[config.mk]
export PLATFORM = sky130hd
export DESIGN_NAME = nfp_div
export DESIGN_NICKNAME = d
export VERILOG_FILES = /design/src/rtl/core/nfp_pkg.sv /design/src/rtl/core/nfp_div.sv
export SDC_FILE = /design/constraint.sdc
export NUM_CORES = 1
export LEC_CHECK = 0
export BUFFER_PORTS_ARGS = -buffer_cell sky130_fd_sc_hd__buf_2
export CAP_MARGIN = 10
export CORE_MARGIN = 2
export CORE_UTILIZATION = 50
export CTS_CLUSTER_SIZE = 14
export DETAILED_ROUTE_END_ITERATION = 8
export PLACE_DENSITY = 0.75
export SETUP_SLACK_MARGIN = 0.2
export SLEW_MARGIN = 10
export SYNTH_ARGS = -nofsm -noshare
export SYNTH_HDL_FRONTEND = slang
export SYNTH_SLANG_ARGS = --single-unit
[constraint.sdc]
create_clock -name clock -period 4.6 [get_ports clock]
set_clock_uncertainty 0.2 [all_clocks]
set_input_delay 0.69 -clock clock [delete_from_list [all_inputs] [get_ports clock]]
set_output_delay 0.69 -clock clock [all_outputs]
set_load 0.01 [all_outputs]
[src/rtl/core/nfp_pkg.sv]
// ----------------------------------------------------------------------------
// nfp_pkg: shared types for the Newton fractal pixel engine
// Sequencer states, register indexes, root codes and divider status.
// ----------------------------------------------------------------------------
package nfp_pkg;

   localparam int CSR_INDEX_W = 2;

   typedef enum logic [CSR_INDEX_W-1:0] {
      CSR_MAX_ITER   = 2'd0,
      CSR_SHADE_STEP = 2'd1,
      CSR_TOLERANCE  = 2'd2
   } csr_index_type;

   typedef enum logic [1:0] {
      ROOT_NONE  = 2'd0,
      ROOT_ONE   = 2'd1,
      ROOT_UPPER = 2'd2,
      ROOT_LOWER = 2'd3
   } root_type;

   typedef enum logic [4:0] {
      ST_IDLE, ST_TOL0, ST_TOL1, ST_RX, ST_RY, ST_RC,
      ST_M0, ST_M1, ST_M2, ST_DX, ST_DY,
      ST_P0, ST_P1, ST_P2, ST_P3, ST_U0, ST_U1, ST_U2,
      ST_SHADE, ST_DONE
   } nfp_state_type;

   typedef struct packed {
      logic busy;
      logic ovf;
   } div_stat_type;

endpackage

[src/rtl/core/nfp_div.sv]
// ----------------------------------------------------------------------------
// nfp_div: restoring divider, one quotient bit per cycle
// Computes floor((num << SH) / den) over QB bits and flags a quotient that
// does not fit in QB bits.
// ----------------------------------------------------------------------------
module nfp_div #(
   parameter int NUM_W = 32,
   parameter int DEN_W = 64,
   parameter int QB    = 34,
   parameter int SH    = 57
) (
   input  logic                 clock,
   input  logic                 reset,
   input  logic                 start,
   input  logic [NUM_W-1:0]     num,
   input  logic [DEN_W-1:0]     den,
   output logic [QB-1:0]        quo,
   output nfp_pkg::div_stat_type stat
);

   localparam int DW   = NUM_W + SH;
   localparam int TW   = DW - QB;
   localparam int CMPW = (TW > DEN_W) ? TW : DEN_W;
   localparam int CNTW = $clog2(QB + 1);

   logic [DW-1:0]    dvd;
   logic [CMPW-1:0]  top_ext;
   logic [DEN_W:0]   trial;
   logic [DEN_W:0]   diff;
   logic             ge;

   logic [DEN_W-1:0] rem_ff;
   logic [QB-1:0]    low_ff;
   logic [DEN_W-1:0] den_ff;
   logic [CNTW-1:0]  cnt_ff;
   logic             ovf_ff;

   assign dvd     = DW'(num) << SH;
   assign top_ext = CMPW'(dvd[DW-1:QB]);
   assign trial   = {rem_ff, low_ff[QB-1]};
   assign diff    = trial - {1'b0, den_ff};
   assign ge      = trial >= {1'b0, den_ff};

   always_ff @(posedge clock) begin
      if (reset) begin
         cnt_ff <= '0;
      end else if (start) begin
         cnt_ff <= CNTW'(QB);
      end else if (cnt_ff != '0) begin
         cnt_ff <= cnt_ff - CNTW'(1);
      end
   end

   always_ff @(posedge clock) begin
      if (start) begin
         den_ff <= den;
         low_ff <= dvd[QB-1:0];
         rem_ff <= top_ext[DEN_W-1:0];
         ovf_ff <= top_ext >= CMPW'(den);
      end else if (cnt_ff != '0) begin
         rem_ff <= ge ? diff[DEN_W-1:0] : trial[DEN_W-1:0];
         low_ff <= {low_ff[QB-2:0], ge};
      end
   end

   assign quo       = low_ff;
   assign stat.busy = cnt_ff != '0;
   assign stat.ovf  = ovf_ff;

endmodule

==> impl_metrics.env <==
export IMPL_clkTransAtPathRegs_ns=0.07
export IMPL_die_x_um=153.8
export IMPL_slew_headroom_pct=35.32
export IMPL_numCtsBuffers=17
export IMPL_finalNetCount=1592
export IMPL_hold_buffers=0
export IMPL_dp_hpwl_um=21780
export IMPL_worst_path_buf_inv=2
export IMPL_portBuffers=134
export IMPL_place_gp_congestion=0.9591
export IMPL_netlist_instances=1291
export IMPL_post_place_ws_ns=0.5836
export IMPL_setup_ws_ns=0.5236
export IMPL_status="complete, no violations"
export IMPL_initial_core_util_pct=51.23
export IMPL_antenna_found_initial=1
export IMPL_cp_required_ns=4.55
export IMPL_min_path_type="primary input to register"
export IMPL_swShare_pct=42.05
export IMPL_ir_drop_v=0.0002904
export IMPL_arrival_ns=4.03
export IMPL_syn_area_um2=11220
export IMPL_cp_start_kind="register"
export IMPL_max_freq_mhz=245.3
export IMPL_synth_avg_cell_area_um2=8.688
export IMPL_grtUsageTotal_pct=24.58
export IMPL_finalCriticalPeriod_ns=4.076
export IMPL_synth_edff_count=97
export IMPL_drv_slew=0
export IMPL_die_y_um=153.8
export IMPL_fin_cells=1689
export IMPL_core_um2=21890
export IMPL_tns_ns=0
export IMPL_layout_common_cells="nand2_1 (188), buf_2 (133), a21oi_1 (125)"
export IMPL_power_density_nw_per_um2=544.4
export IMPL_combPwrFrac_pct=49.0
export IMPL_overflow=0
export IMPL_rsz0062_at_grt="no"
export IMPL_cts_tree="built"
export IMPL_p_sw_w=0.002892
export IMPL_syn_nets=1488
export IMPL_grt_max_degree=88
export IMPL_postCtsSetupRepairBufs=0
export IMPL_setup_viol=0
export IMPL_first_global_vias=9470
export IMPL_worstMarginPinSlew_ns=0.9666
export IMPL_clk_latency_ns=0.44
export IMPL_drtPass1Iterations=5
export IMPL_ios=135
export IMPL_fin_hold_ws_ns=0.2337
export IMPL_sequentialPowerShare_pct=30.3
export IMPL_route_detailed_drc=0
export IMPL_num_vias=9718
export IMPL_clock_root_buffer="clkbuf_16"
export IMPL_layout_commonest_cell="nand2_1"
export IMPL_path_cells="inv_1 > ha_1 > nand3_1 > o21bai_4 > a211oi_2 > o211ai_1 > o31a_1 > a41o_1 > o41ai_4 > a21o_2 > buf_4 > mux2i_1 > o21ai_0"
export IMPL_path_class="register to register"
export IMPL_ys_ff_latch=169
export IMPL_seq_area_frac_synth_pct=38.82
export IMPL_yosysWarnings=0
export IMPL_placed_cells=1656
export IMPL_fp_row_count=54
export IMPL_vias_per_cell=5.754
export IMPL_hold_viol_final=0
export IMPL_power_internal_w=0.003986
export IMPL_power_static_leakage_nw=5.570
export IMPL_end_kind="register"
export IMPL_max_stage_delay_ns=0.42
export IMPL_cts_num_sinks=169
export IMPL_period_share_pct=88.62
export IMPL_async_reset_ff_share_pct=0
export IMPL_syn_to_final_growth_pct=12.65
export IMPL_drive_above_1_share_pct=13.92
export IMPL_crit_slowest_cell="a21o_2"
export IMPL_synth_cell_types=69
export IMPL_power_frac_clock_pct=20.7
export IMPL_critPathTopFamily="compound AO/OA/AOI/OAI gates"
export IMPL_cts_htree_levels=4
export IMPL_totalWireLength_um=28950
export IMPL_yosys_most_used_dff="edfxtp_1"
export IMPL_ant_nets=0
export IMPL_path_max_fanout=19
export IMPL_grt_pass1_wl_um=47580
export IMPL_fin_util_pct=57.72
export IMPL_cap_violations=0
export IMPL_cts_path_max_buffers=2
export IMPL_dieArea_um2=23650
export IMPL_ctsResizeCount=0
export IMPL_wire_per_inst_um=17.14
export IMPL_initialDrtViolationCount=733
-- cell usage after synthesis, types with 13 or more instances --
master	number	share of area, %
a211oi_1	21	1.4
nor2b_1	13	0.73
mux2i_1	26	2.3
o21bai_1	14	0.94
inv_1	119	4.0
xor2_1	26	2.0
clkbuf_1	40	1.3
nand2_1	188	6.3
nor3_1	22	0.98
dfxtp_1	72	13
xnor2_1	37	2.9
edfxtp_1	97	26
ha_1	97	11
nand4_1	22	1.2
nor2_1	72	2.4
a21oi_1	125	5.6
a21o_1	36	2.4
nand3_1	17	0.76
o21ai_0	89	4.0
-- layout make-up --
type                       count  area (µm²)
fill                        1997        9256
multi-input combinational    943        6133
sequential                   169        4354
timing repair buffer         145       772.0
clock buffer                  19       454.2
inverter                     119       446.7
tap                          280       350.3
clock inverter                13       121.4
antenna                        1       2.502
-- power by group through the flow --
stage | Combinational [W] | Clock (W) | Sequential, W
floorplan | 0.00261 | 0 | 0.00206
global placement | 0.00325 | 0 | 0.00210
detailed placement | 0.00330 | 0 | 0.00211
CTS | 0.00333 | 0.00144 | 0.00208
global route | 0.00374 | 0.00150 | 0.00212
finish | 0.00337 | 0.00142 | 0.00208
-- routing by layer --
layer / part of all wire [%] / routed length (µm) / vias up / track usage, %
met5: 0 / 0 / - / 0
met4: 3.6 / 1030 / 0 / 10.18
met3: 5.9 / 1716 / 65 / 3.946
met2: 47 / 13630 / 343 / 40.53
met1: 43 / 12580 / 4519 / 32.26
li1: - / - / 4791 / -
-- kinds of logic after synthesis --
group                      Yosys count  share of synthesized area, %
AOI/OAI and AO/OA                  375                         21.04
xor gates and xnor gates            63                         4.920
adders and majority gates           98                         11.00
buffers and inverters              179                         6.504
DFF                                169                         38.82
muxes                               29                         2.622
and+or+nand+nor                    378                         15.09
-- worst paths after layout --
kind                            startpoint    endpoint  slack (ns)  cells past startpoint
worst min register to register     quo[27]     quo[27]        0.27                      2
worst min-delay path               den[18]  den_ff[18]        0.23                      1
worst max-delay path             den_ff[4]  rem_ff[25]        0.52                     13
worst max register to register   den_ff[4]  rem_ff[25]        0.52                     13
-- metrics by stage --
stage               power [W]  instance area, µm²
floorplan            0.004671               11220
global placement     0.005352               12060
detailed placement   0.005407               12060
CTS                  0.006849               12630
global route         0.007355               12630
finish               0.006878               12630
-- registers in the layout (all words and copies together), names as in the netlist --
name	count
cnt_ff	6
den_ff	64
ovf_ff	1
quo	34
rem_ff	64
Note: power is estimated with default switching activity, not from simulation.
